File: src/hw/rtl/fvs_pkg.sv
// Shared types and constants for the four-voice square and noise synthesiser.
// Used by every module of the block; depends on nothing else.
package fvs_pkg;

    localparam int NUM_VOICES = 4;
    localparam int VOICE_W    = 2;
    localparam int OP_W       = 2;
    localparam int HZ_W       = 13;
    localparam int MS_W       = 14;
    localparam int PEAK_W     = 14;
    localparam int DUTY_W     = 8;
    localparam int NPER_W     = 8;
    localparam int SAMPLE_W   = 16;

    localparam int PHASE_W    = 16;
    localparam int LEVEL_W    = 14;
    localparam int ATTACK_W   = 10;
    localparam int RELEASE_W  = 9;
    localparam int REMAIN_W   = 18;
    localparam int LFSR_W     = 15;
    localparam int MIX_W      = 17;

    // Phase step = hz * 65536 / 16000 = floor(hz * 512 / 125), done as a
    // multiplication by a rounded-up reciprocal of 125 and a right shift.
    localparam int RECIP_W    = 23;
    localparam int PROD_W     = HZ_W + RECIP_W;
    localparam logic [RECIP_W-1:0] STEP_RECIP = 23'd4294968;
    localparam int STEP_SHIFT = 20;

    localparam logic [RELEASE_W-1:0] RELEASE_RESET   = 9'd40;
    localparam logic [LFSR_W-1:0]    LFSR_TAPS       = 15'h6000;
    localparam logic [LFSR_W-1:0]    LFSR_SEED       = 15'h7FFF;
    localparam logic [NPER_W-1:0]    NOISE_DIV_RESET = 8'd8;

    localparam logic signed [MIX_W-1:0] MIX_HI = 17'sd22000;
    localparam logic signed [MIX_W-1:0] MIX_LO = -17'sd22000;

    localparam logic [VOICE_W-1:0] NOISE_VOICE  = 2'd2;
    localparam logic [VOICE_W-1:0] EFFECT_VOICE = 2'd3;

    typedef enum logic [OP_W-1:0] {
        OP_TICK    = 2'd0,
        OP_NOTE    = 2'd1,
        OP_SILENCE = 2'd2
    } t_op;

    // Settings that a note writes into one voice.
    typedef struct packed {
        logic [PHASE_W-1:0]   phase_step;
        logic [DUTY_W-1:0]    duty;
        logic [REMAIN_W-1:0]  remaining;
        logic [LEVEL_W-1:0]   target;
        logic [ATTACK_W-1:0]  attack;
        logic [RELEASE_W-1:0] release_rate;
    } t_note;

    // Per-voice strobes from the item decoder.
    typedef struct packed {
        logic note;
        logic silence;
        logic tick;
        logic force_zero;
        logic adv_phase;
    } t_voice_ctl;

endpackage

File: src/hw/rtl/fvs_note_calc.sv
// Derives the per-voice note settings from the fields of a note item.
// Depends on fvs_pkg.
module fvs_note_calc (
    input  logic [fvs_pkg::HZ_W-1:0]   i_frequency_hz,
    input  logic [fvs_pkg::MS_W-1:0]   i_duration_ms,
    input  logic [fvs_pkg::PEAK_W-1:0] i_peak_level,
    input  logic [fvs_pkg::DUTY_W-1:0] i_duty,
    output fvs_pkg::t_note             o_note
);

    logic [fvs_pkg::PROD_W-1:0] step_prod;
    logic                       hz_zero;

    assign step_prod = fvs_pkg::PROD_W'(i_frequency_hz) * fvs_pkg::PROD_W'(fvs_pkg::STEP_RECIP);
    assign hz_zero   = (i_frequency_hz == '0);

    always_comb begin
        o_note.phase_step   = step_prod[fvs_pkg::STEP_SHIFT +: fvs_pkg::PHASE_W];
        o_note.duty         = i_duty;
        o_note.remaining    = {i_duration_ms, 4'b0000};
        o_note.target       = hz_zero ? '0 : i_peak_level;
        o_note.attack       = fvs_pkg::ATTACK_W'(i_peak_level[fvs_pkg::PEAK_W-1:5]) + 1'b1;
        o_note.release_rate = fvs_pkg::RELEASE_W'(i_peak_level[fvs_pkg::PEAK_W-1:6]) + 1'b1;
    end

endmodule

File: src/hw/rtl/fvs_voice.sv
// One voice: note settings, envelope and square-wave phase accumulator.
// Depends on fvs_pkg.
module fvs_voice (
    input  logic                         i_clk,
    input  logic                         i_rst_n,
    input  fvs_pkg::t_voice_ctl          i_ctl,
    input  fvs_pkg::t_note               i_note,
    output logic [fvs_pkg::LEVEL_W-1:0]  o_level,
    output logic                         o_square_hi
);

    logic [fvs_pkg::PHASE_W-1:0]   r_phase, n_phase;
    logic [fvs_pkg::PHASE_W-1:0]   r_step, n_step;
    logic [fvs_pkg::DUTY_W-1:0]    r_duty, n_duty;
    logic [fvs_pkg::LEVEL_W-1:0]   r_level, n_level;
    logic [fvs_pkg::LEVEL_W-1:0]   r_target, n_target;
    logic [fvs_pkg::ATTACK_W-1:0]  r_attack, n_attack;
    logic [fvs_pkg::RELEASE_W-1:0] r_release, n_release;
    logic [fvs_pkg::REMAIN_W-1:0]  r_rem, n_rem;

    logic [fvs_pkg::PHASE_W-1:0]   phase_sum;
    logic [fvs_pkg::LEVEL_W:0]     level_up;
    logic [fvs_pkg::LEVEL_W-1:0]   env_level;
    logic [fvs_pkg::REMAIN_W-1:0]  env_rem;

    assign phase_sum   = r_phase + r_step;
    assign level_up    = {1'b0, r_level} + (fvs_pkg::LEVEL_W + 1)'(r_attack);
    assign o_square_hi = (phase_sum[fvs_pkg::PHASE_W-1 -: fvs_pkg::DUTY_W] < r_duty);
    assign o_level     = i_ctl.force_zero ? '0 : env_level;

    // Attack while note samples remain, release once they run out.
    always_comb begin
        env_level = r_level;
        env_rem   = r_rem;
        if (r_rem != '0) begin
            env_rem = r_rem - 1'b1;
            if (r_level < r_target) begin
                env_level = (level_up > {1'b0, r_target}) ? r_target
                                                          : level_up[fvs_pkg::LEVEL_W-1:0];
            end
        end else if (r_level > fvs_pkg::LEVEL_W'(r_release)) begin
            env_level = r_level - fvs_pkg::LEVEL_W'(r_release);
        end else begin
            env_level = '0;
        end
    end

    always_comb begin
        n_phase   = r_phase;
        n_step    = r_step;
        n_duty    = r_duty;
        n_level   = r_level;
        n_target  = r_target;
        n_attack  = r_attack;
        n_release = r_release;
        n_rem     = r_rem;
        if (i_ctl.note) begin
            n_step    = i_note.phase_step;
            n_duty    = i_note.duty;
            n_rem     = i_note.remaining;
            n_target  = i_note.target;
            n_attack  = i_note.attack;
            n_release = i_note.release_rate;
        end
        if (i_ctl.silence) begin
            n_target = '0;
            n_rem    = '0;
        end
        if (i_ctl.tick) begin
            n_level = env_level;
            n_rem   = env_rem;
            if (i_ctl.adv_phase && (env_level != '0)) begin
                n_phase = phase_sum;
            end
        end
        if (i_ctl.force_zero) begin
            n_level = '0;
        end
    end

    always_ff @(posedge i_clk) begin
        if (!i_rst_n) begin
            r_phase   <= '0;
            r_step    <= '0;
            r_duty    <= '0;
            r_level   <= '0;
            r_target  <= '0;
            r_attack  <= '0;
            r_release <= fvs_pkg::RELEASE_RESET;
            r_rem     <= '0;
        end else begin
            r_phase   <= n_phase;
            r_step    <= n_step;
            r_duty    <= n_duty;
            r_level   <= n_level;
            r_target  <= n_target;
            r_attack  <= n_attack;
            r_release <= n_release;
            r_rem     <= n_rem;
        end
    end

endmodule

File: src/hw/rtl/fvs_noise.sv
// Noise source: 15-bit LFSR that shifts once every divider steps.
// Depends on fvs_pkg.
module fvs_noise (
    input  logic                       i_clk,
    input  logic                       i_rst_n,
    input  logic                       i_div_we,
    input  logic [fvs_pkg::NPER_W-1:0] i_div,
    input  logic                       i_step,
    output logic                       o_bit
);

    logic [fvs_pkg::LFSR_W-1:0] r_lfsr, n_lfsr;
    logic [fvs_pkg::NPER_W-1:0] r_div, n_div;
    logic [fvs_pkg::NPER_W-1:0] r_count, n_count;
    logic [fvs_pkg::NPER_W:0]   count_inc;
    logic                       shift;

    assign count_inc = {1'b0, r_count} + 1'b1;
    assign shift     = (count_inc >= {1'b0, r_div});
    assign o_bit     = n_lfsr[0];

    always_comb begin
        n_lfsr  = r_lfsr;
        n_count = r_count;
        n_div   = i_div_we ? i_div : r_div;
        if (i_step) begin
            if (shift) begin
                n_count = '0;
                n_lfsr  = (r_lfsr >> 1) ^ (r_lfsr[0] ? fvs_pkg::LFSR_TAPS : '0);
            end else begin
                n_count = count_inc[fvs_pkg::NPER_W-1:0];
            end
        end
    end

    always_ff @(posedge i_clk) begin
        if (!i_rst_n) begin
            r_lfsr  <= fvs_pkg::LFSR_SEED;
            r_div   <= fvs_pkg::NOISE_DIV_RESET;
            r_count <= '0;
        end else begin
            r_lfsr  <= n_lfsr;
            r_div   <= n_div;
            r_count <= n_count;
        end
    end

endmodule

File: src/hw/rtl/fvs_mix.sv
// Sums the four signed voice contributions and clamps to the output range.
// Depends on fvs_pkg.
module fvs_mix (
    input  logic [fvs_pkg::NUM_VOICES-1:0][fvs_pkg::LEVEL_W-1:0] i_level,
    input  logic [fvs_pkg::NUM_VOICES-1:0]                       i_pos,
    output logic signed [fvs_pkg::SAMPLE_W-1:0]                  o_sample
);

    logic signed [fvs_pkg::MIX_W-1:0] term [fvs_pkg::NUM_VOICES];
    logic signed [fvs_pkg::MIX_W-1:0] sum;

    always_comb begin
        for (int k = 0; k < fvs_pkg::NUM_VOICES; k++) begin
            term[k] = i_pos[k] ? $signed(fvs_pkg::MIX_W'(i_level[k]))
                               : -$signed(fvs_pkg::MIX_W'(i_level[k]));
        end
        sum = term[0] + term[1] + term[2] + term[3];
        if (sum > fvs_pkg::MIX_HI) begin
            o_sample = fvs_pkg::SAMPLE_W'(fvs_pkg::MIX_HI);
        end else if (sum < fvs_pkg::MIX_LO) begin
            o_sample = fvs_pkg::SAMPLE_W'(fvs_pkg::MIX_LO);
        end else begin
            o_sample = sum[fvs_pkg::SAMPLE_W-1:0];
        end
    end

endmodule

File: src/hw/rtl/four_voice_square_noise_synth_top.sv
// Top level of the four-voice square and noise synthesiser.
// Depends on fvs_pkg, fvs_note_calc, fvs_voice, fvs_noise and fvs_mix.
//
//   Channel   Direction  Handshake                  Payload
//   in        sink       i_in_valid / o_in_ready    i_op, i_voice, i_frequency_hz,
//                                                   i_duration_ms, i_peak_level,
//                                                   i_duty, i_noise_period
//   out       source     o_out_valid / i_out_ready  o_sample
//   cfg       sink       i_cfg_we (no wait)         i_cfg_wdata (music enable)
//
// An accepted item is held in the input register until it executes; then the voice
// state is updated and, for a tick, the sample lands in the output register.
// A tick's sample thus passes the input register and then the output register.
// One item is taken every cycle as long as the sample register drains.
// Note and silence items never touch the output register, so they proceed
// even while a sample is waiting; only a tick behind a stalled sample waits.
// Reset is synchronous and active low; it restores every voice, the noise
// generator and the music enable, and leaves both registers empty.
module four_voice_square_noise_synth_top (
    input  logic                                i_clk,
    input  logic                                i_rst_n,
    input  logic                                i_in_valid,
    output logic                                o_in_ready,
    input  logic [fvs_pkg::OP_W-1:0]            i_op,
    input  logic [fvs_pkg::VOICE_W-1:0]         i_voice,
    input  logic [fvs_pkg::HZ_W-1:0]            i_frequency_hz,
    input  logic [fvs_pkg::MS_W-1:0]            i_duration_ms,
    input  logic [fvs_pkg::PEAK_W-1:0]          i_peak_level,
    input  logic [fvs_pkg::DUTY_W-1:0]          i_duty,
    input  logic [fvs_pkg::NPER_W-1:0]          i_noise_period,
    output logic                                o_out_valid,
    input  logic                                i_out_ready,
    output logic signed [fvs_pkg::SAMPLE_W-1:0] o_sample,
    input  logic                                i_cfg_we,
    input  logic                                i_cfg_wdata
);

    // Input register: the item waiting to be executed.
    logic                          r_in_valid;
    logic [fvs_pkg::OP_W-1:0]      r_op;
    logic [fvs_pkg::VOICE_W-1:0]   r_voice;
    logic [fvs_pkg::HZ_W-1:0]      r_frequency_hz;
    logic [fvs_pkg::MS_W-1:0]      r_duration_ms;
    logic [fvs_pkg::PEAK_W-1:0]    r_peak_level;
    logic [fvs_pkg::DUTY_W-1:0]    r_duty;
    logic [fvs_pkg::NPER_W-1:0]    r_noise_period;

    // Output register and configuration.
    logic                                r_out_valid;
    logic signed [fvs_pkg::SAMPLE_W-1:0] r_sample;
    logic                                r_music_en;

    logic is_tick, is_note, is_silence;
    logic exec_fire, in_accept;

    fvs_pkg::t_note     note;
    fvs_pkg::t_voice_ctl ctl [fvs_pkg::NUM_VOICES];
    logic [fvs_pkg::NUM_VOICES-1:0][fvs_pkg::LEVEL_W-1:0] level;
    logic [fvs_pkg::NUM_VOICES-1:0]                       square_hi;
    logic [fvs_pkg::NUM_VOICES-1:0]                       pos;
    logic                                                 noise_bit;
    logic signed [fvs_pkg::SAMPLE_W-1:0]                  mix_sample;

    assign is_tick    = (r_op == fvs_pkg::OP_TICK);
    assign is_note    = (r_op == fvs_pkg::OP_NOTE);
    assign is_silence = (r_op == fvs_pkg::OP_SILENCE);

    // A tick needs a free sample slot; every other item executes at once.
    assign exec_fire  = r_in_valid && (!is_tick || !r_out_valid || i_out_ready);
    assign o_in_ready = !r_in_valid || exec_fire;
    assign in_accept  = i_in_valid && o_in_ready;

    assign o_out_valid = r_out_valid;
    assign o_sample    = r_sample;

    fvs_note_calc u_note_calc (
        .i_frequency_hz (r_frequency_hz),
        .i_duration_ms  (r_duration_ms),
        .i_peak_level   (r_peak_level),
        .i_duty         (r_duty),
        .o_note         (note)
    );

    // The effect voice always runs; the music voices run only while enabled
    // and are held at level zero otherwise.
    for (genvar k = 0; k < fvs_pkg::NUM_VOICES; k++) begin : g_voice
        localparam logic [fvs_pkg::VOICE_W-1:0] VID = fvs_pkg::VOICE_W'(k);
        localparam bit IS_EFFECT = (VID == fvs_pkg::EFFECT_VOICE);
        localparam bit IS_NOISE  = (VID == fvs_pkg::NOISE_VOICE);

        always_comb begin
            ctl[k].note       = exec_fire && is_note && (r_voice == VID);
            ctl[k].silence    = exec_fire && is_silence && (r_voice == VID);
            ctl[k].tick       = exec_fire && is_tick && (IS_EFFECT || r_music_en);
            ctl[k].force_zero = exec_fire && is_tick && !IS_EFFECT && !r_music_en;
            ctl[k].adv_phase  = !IS_NOISE;
        end

        fvs_voice u_voice (
            .i_clk       (i_clk),
            .i_rst_n     (i_rst_n),
            .i_ctl       (ctl[k]),
            .i_note      (note),
            .o_level     (level[k]),
            .o_square_hi (square_hi[k])
        );

        assign pos[k] = IS_NOISE ? noise_bit : square_hi[k];
    end

    // The noise voice shifts its LFSR only on ticks where it sounds.
    fvs_noise u_noise (
        .i_clk    (i_clk),
        .i_rst_n  (i_rst_n),
        .i_div_we (ctl[fvs_pkg::NOISE_VOICE].note),
        .i_div    (r_noise_period),
        .i_step   (ctl[fvs_pkg::NOISE_VOICE].tick && (level[fvs_pkg::NOISE_VOICE] != '0)),
        .o_bit    (noise_bit)
    );

    fvs_mix u_mix (
        .i_level  (level),
        .i_pos    (pos),
        .o_sample (mix_sample)
    );

    always_ff @(posedge i_clk) begin
        if (!i_rst_n) begin
            r_in_valid  <= 1'b0;
            r_out_valid <= 1'b0;
            r_music_en  <= 1'b1;
        end else begin
            if (in_accept) begin
                r_in_valid <= 1'b1;
            end else if (exec_fire) begin
                r_in_valid <= 1'b0;
            end
            if (exec_fire && is_tick) begin
                r_out_valid <= 1'b1;
            end else if (i_out_ready) begin
                r_out_valid <= 1'b0;
            end
            if (i_cfg_we) begin
                r_music_en <= i_cfg_wdata;
            end
        end
    end

    always_ff @(posedge i_clk) begin
        if (in_accept) begin
            r_op           <= i_op;
            r_voice        <= i_voice;
            r_frequency_hz <= i_frequency_hz;
            r_duration_ms  <= i_duration_ms;
            r_peak_level   <= i_peak_level;
            r_duty         <= i_duty;
            r_noise_period <= i_noise_period;
        end
        if (exec_fire && is_tick) begin
            r_sample <= mix_sample;
        end
    end

    // Every delivered sample lies inside the clamp range.
    a_sample_range: assert property (@(posedge i_clk) disable iff (!i_rst_n)
        o_out_valid |-> ((o_sample <= 16'sd22000) && (o_sample >= -16'sd22000)))
        else $error("sample outside clamp range");

    // An executed tick always leaves a sample in the output register.
    a_tick_gives_sample: assert property (@(posedge i_clk) disable iff (!i_rst_n)
        (exec_fire && is_tick) |=> o_out_valid)
        else $error("tick executed without a sample");

    // A note, silence or unused code never fills an empty sample register.
    a_no_spurious_sample: assert property (@(posedge i_clk) disable iff (!i_rst_n)
        (!r_out_valid && !(exec_fire && is_tick)) |=> !o_out_valid)
        else $error("sample appeared without a tick");

    // A tick never overwrites a sample that is still waiting.
    a_no_overwrite: assert property (@(posedge i_clk) disable iff (!i_rst_n)
        (exec_fire && is_tick) |-> (!r_out_valid || i_out_ready))
        else $error("waiting sample overwritten");

    // Reset leaves the output register empty.
    a_reset_empty: assert property (@(posedge i_clk)
        !i_rst_n |=> !o_out_valid)
        else $error("sample valid after reset");

endmodule
File: config.mk
export PLATFORM = sky130hd
export DESIGN_NAME = four_voice_square_noise_synth_top
export DESIGN_NICKNAME = d
export VERILOG_FILES = /design/src/hw/rtl/fvs_pkg.sv /design/src/hw/rtl/fvs_note_calc.sv /design/src/hw/rtl/fvs_voice.sv /design/src/hw/rtl/fvs_noise.sv /design/src/hw/rtl/fvs_mix.sv /design/src/hw/rtl/four_voice_square_noise_synth_top.sv
export SDC_FILE = /design/constraint.sdc
export NUM_CORES = 2
export LEC_CHECK = 0
export BUFFER_PORTS_ARGS = -buffer_cell sky130_fd_sc_hd__buf_2
export CORE_ASPECT_RATIO = 0.6
export CORE_UTILIZATION = 58
export CTS_CLUSTER_DIAMETER = 50
export DETAILED_ROUTE_END_ITERATION = 8
export GPL_TIMING_DRIVEN = 0
export HOLD_SLACK_MARGIN = 0.12
export PLACE_DENSITY_LB_ADDON = 0.1
export SLEW_MARGIN = 20
export SYNTH_ARGS = -nofsm -noshare
export SYNTH_HDL_FRONTEND = slang
export SYNTH_SLANG_ARGS = --single-unit
File: constraint.sdc
create_clock -name i_clk -period 10.8 [get_ports i_clk]
set_input_delay 2.16 -clock i_clk [delete_from_list [all_inputs] [get_ports i_clk]]
set_output_delay 2.16 -clock i_clk [all_outputs]
set_load 0.01 [all_outputs]
==> metrics.md <==
| Metric | Value |
|---|---|
| Status | `finished clean` |
| Mean number of vias per cell | `~6.3` |
| Total number of vias | `between 30000 and 40000` |
| Most Crowded Layer GR | `met1` |
| Depth of the worst register-to-register path | `around 50` |
| Residual DRC count | `0` |
| Required arrival time at the worst endpoint | `between 10 and 15 ns` |
| Antenna violations before repair | `0` |
| Crit path largest cell delay | `0.57 ns` |
| Number of detailed-route iterations in the first pass | `9` |
| Cell area after synthesis | `36610 um2` |
| Leading cell types in the layout, fill and taps excluded | `528 x sky130_fd_sc_hd__nand2_1, 447 x sky130_fd_sc_hd__nor2_1, 435 x sky130_fd_sc_hd__a21oi_1` |
| Share of flip-flops with an asynchronous set or reset | `0%` |
| Net count reported at finish | `5259` |
| Half-perimeter wire length after detailed placement | `just over 100000 um` |
| Portion of the post-synthesis area used by sequential elements | `28.95%` |
| Met2 capacity usage during global routing | `50.66%` |
| Multiplexer area fraction after synthesis | `under 10%` |
| Worst Tran Pin Value | `~1.2 ns` |
| Synthesized flop and latch total | `491` |
| Count of warnings emitted by yosys | `0` |
| Number of nets still failing antenna checks after routing | `0` |
| Core footprint | `approximately 62000 um2` |
| Post-synthesis share of cell area spent on full adders, half adders and majority gates | `18.47%` |
| Power per cell area | `200.2 nW/um2` |
| Summed negative setup slack over all endpoints | `0 ns` |
| Largest family of logic cells by synthesized area | `compound AO/OA/AOI/OAI gates` |
| Die ar. | `64160 um2` |
| Min-delay worst type | `flop to flop` |
| Post-synth top area cell | `sky130_fd_sc_hd__dfxtp_1` |
| Average wire length per cell after detail routing | `23.65 um` |
| DIE WIDTH | `326.3 um` |
| Worst hold path startpoint | `u_noise.r_div[7]` |
| Placer Congestion | `between 1 and 1.5` |
| Minimum period implied by the final worst setup slack | `10.67 ns` |
| Area grow syn2layout | `12.27%` |
| Leakage power figure | `17.14 nW` |
| CTS tree | `yes` |
| Cell Count Post-Placement | `5439` |
| Count of cell types in the netlist | `between 100 and 150` |
| VDD IR-drop max | `0.4385 mV` |
| Number of enable-type register cells in the synthesized netlist | `77` |
| Overall track demand over capacity in global routing | `between 40% and 50%` |
| Worst flop-to-flop path startpoint | `g_voice[2].u_voice.r_attack[0]` |
| Most instantiated flip-flop cell in the synthesis netlist | `sky130_fd_sc_hd__dfxtp_1` |
| Endpoints failing setup | `0` |
| Root buffer selected by CTS | `sky130_fd_sc_hd__clkbuf_16` |
| Total congestion overflow after global routing | `0` |
| Max Buffers Root-to-Sink | `3` |
| Post-synth top area share | `a little under a quarter` |
| Critical Path Source Type | `flop` |
| Level count of the clock H-tree | `2` |
| Post-route clock period utilization | `98.76%` |
| Met3 track utilization from global routing | `15.59%` |
| Achievable clock frequency | `93.76 MHz` |
| Unrepaired setup endpoints after global routing | `yes` |
| Total nets after synthesis | `5079` |
| CP Max Fanout | `6` |
| Final max-slew violation count | `0` |
| Standard-cell rows | `70` |
| Syn_area_per_cell | `a little over 8 um2` |
| Count of buffers inserted at the top-level ports | `83` |
| Most common cell after layout, fill and taps aside | `sky130_fd_sc_hd__nand2_1` |
| Crit path arrival time | `11.05 ns` |
| Final hold viol count | `0` |
| Wire length of the first global-routing pass | `between 150000 and 200000 um` |
| Top cells by area in the synthesized netlist | `sky130_fd_sc_hd__dfxtp_1 23%, sky130_fd_sc_hd__ha_1 14%, sky130_fd_sc_hd__edfxtp_1 6.3%` |
| Compound-cell area share of the yosys netlist | `around a fifth` |
| Clock skew after layout | `approximately 0.04 ns` |
| Maximum capacitance violations | `0` |
| Total Routed Length | `132100 um` |
| Crit. Startpoint | `g_voice[2].u_voice.r_attack[0]` |
| Die Height | `196.6 um` |
| Reg clk slew, reported paths | `0.07 ns` |
| Number of global-route vias before repair | `31380` |
| Number of clock buffers inserted by TritonCTS | `56` |
| Clock latency at the later pin of the worst-skew pair | `between 0.6 and 0.7 ns` |
| Non-filler cells in the finished layout | `5583` |
| Post-Synth Simple-Gate Area | `18.66%` |
| Initial Utilization | `59.38%` |
| Layout cell share with drive strength beyond 1 | `~8%` |
| Hold Path Stages | `2` |
| Total clock sinks | `491` |
| Post-synthesis xor/xnor area fraction | `4.833%` |
| Worst rel slew slack | `between 10% and 20%` |
| Largest net degree at the start of global routing | `46` |
| Count of boundary I/O pins | `85` |
| Slowest library cell on the worst path | `sky130_fd_sc_hd__fa_2` |
| Met1 track demand over resource | `60.78%` |
| Critical path endpoint category | `flop` |
| Path type of the worst setup path | `flop to flop` |
| Detailed router's first-iteration violation count | `4704` |
| Synth Instances | `4525` |
-- critical path, delay by kind of cell (launching register included) --
family | cells | cell delay (ns)
AO/OA/AOI/OAI | 20 | 3.54
flip-flops | 1 | 0.36
adder cells (fa/ha/maj) | 7 | 2.32
XOR/XNOR | 2 | 0.20
buffers and inverters | 9 | 1.08
AND/OR/NAND/NOR | 11 | 2.24
multiplexers | 2 | 0.59
-- path summary, 6_finish.rpt --
check / endpoint / slack, ns
worst min register to register: u_noise.r_div[7] / 0.45
worst max-delay path: o_sample[1] / 0.13
worst max register to register: o_sample[1] / 0.13
worst min-delay path: u_noise.r_div[7] / 0.45
-- state kept, by name, indices dropped and copies added, names as in the netlist --
register	cells
r_noise_period	8
r_duration_ms	14
r_op	2
g_voice.u_voice.r_target	56
g_voice.u_voice.r_rem	72
r_music_en	1
g_voice.u_voice.r_attack	40
o_out_valid	1
r_peak_level	14
o_sample	16
g_voice.u_voice.r_duty	24
r_voice	2
g_voice.u_voice.r_level	56
g_voice.u_voice.r_step	48
r_frequency_hz	13
g_voice.u_voice.r_release	36
u_noise.r_count	8
g_voice.u_voice.r_phase	48
r_duty	8
r_in_valid	1
u_noise.r_lfsr	15
u_noise.r_div	8
-- report_power, final --
part | internal [mW] | total, mW | switching (mW)
Sequential | 2.06 | 2.13 | 0.0653
Combinational | 1.51 | 3.94 | 2.43
Clock | 1.28 | 2.16 | 0.884
-- cell families after synthesis --
family / Yosys count
simple gates: 1500
compound gates: 1188
buf+inv: 573
flops: 491
fa+ha+maj: 487
xor+xnor: 202
mux: 84
-- cells in the mapped netlist, drive strengths merged, types with 26 or more instances --
master and number:
nand2 530, nor2 453, a21oi 441, dfxtp 414, ha 398, inv 382
o21ai 206, clkbuf 154, xnor2 129, nand3 120, a211oi 96, fa 89
nor3 85, edfxtp 77, mux2i 77, a21o 76, xor2 73, a22oi 54
o21a 53, and2 45, nor2b 41, nand4 40, buf 36, o211ai 36
or3 33, and3 32, nor4 29, a31oi 26
-- stage by stage --
stage | hold slack [ns] | util, % | power, mW | area (um2) | worst slack (ns)
after floorplan | 0.4265 | - | 4.655 | 36610 | 0.4285
after global placement | 0.4397 | 61.73 | 5.611 | 38060 | -2.239
after detailed placement | 0.4477 | 61.89 | 5.665 | 38160 | -2.319
after CTS | 0.4565 | 65.79 | 7.935 | 40560 | 0.003037
after global routing | 0.4689 | 66.65 | 8.655 | 41100 | -0.1905
final | 0.4530 | 66.66 | 8.227 | 41100 | 0.1341
-- timing repair --
action	CTS	global route
buffers inserted	11	26
resized for setup	60	64
hold buffers	0	0
endpoints found under the setup margin	16	16
pin swaps	12	49
-- routing by layer --
metal / up-vias / wire (um) / part of all wire [%]
met4: 0 / 4047 / 3.1
li1: 16299 / - / -
met1: 16581 / 59330 / 45
met3: 271 / 21070 / 16
met5: - / 0 / 0
met2: 2185 / 47610 / 36
-- layout make-up --
class / instances / area [um2]
inverters: 383 / 1438
flip-flops and latches: 491 / 10610
clock inverters: 35 / 490.5
plain buffers: 189 / 778.2
clock buffers: 71 / 1592
well taps: 828 / 1036
multi-input cells: 3461 / 24420
diodes: 2 / 5.005
repair buffers: 123 / 737.0
fillers: 5294 / 20560
Power figures use the tool's default switching activity.
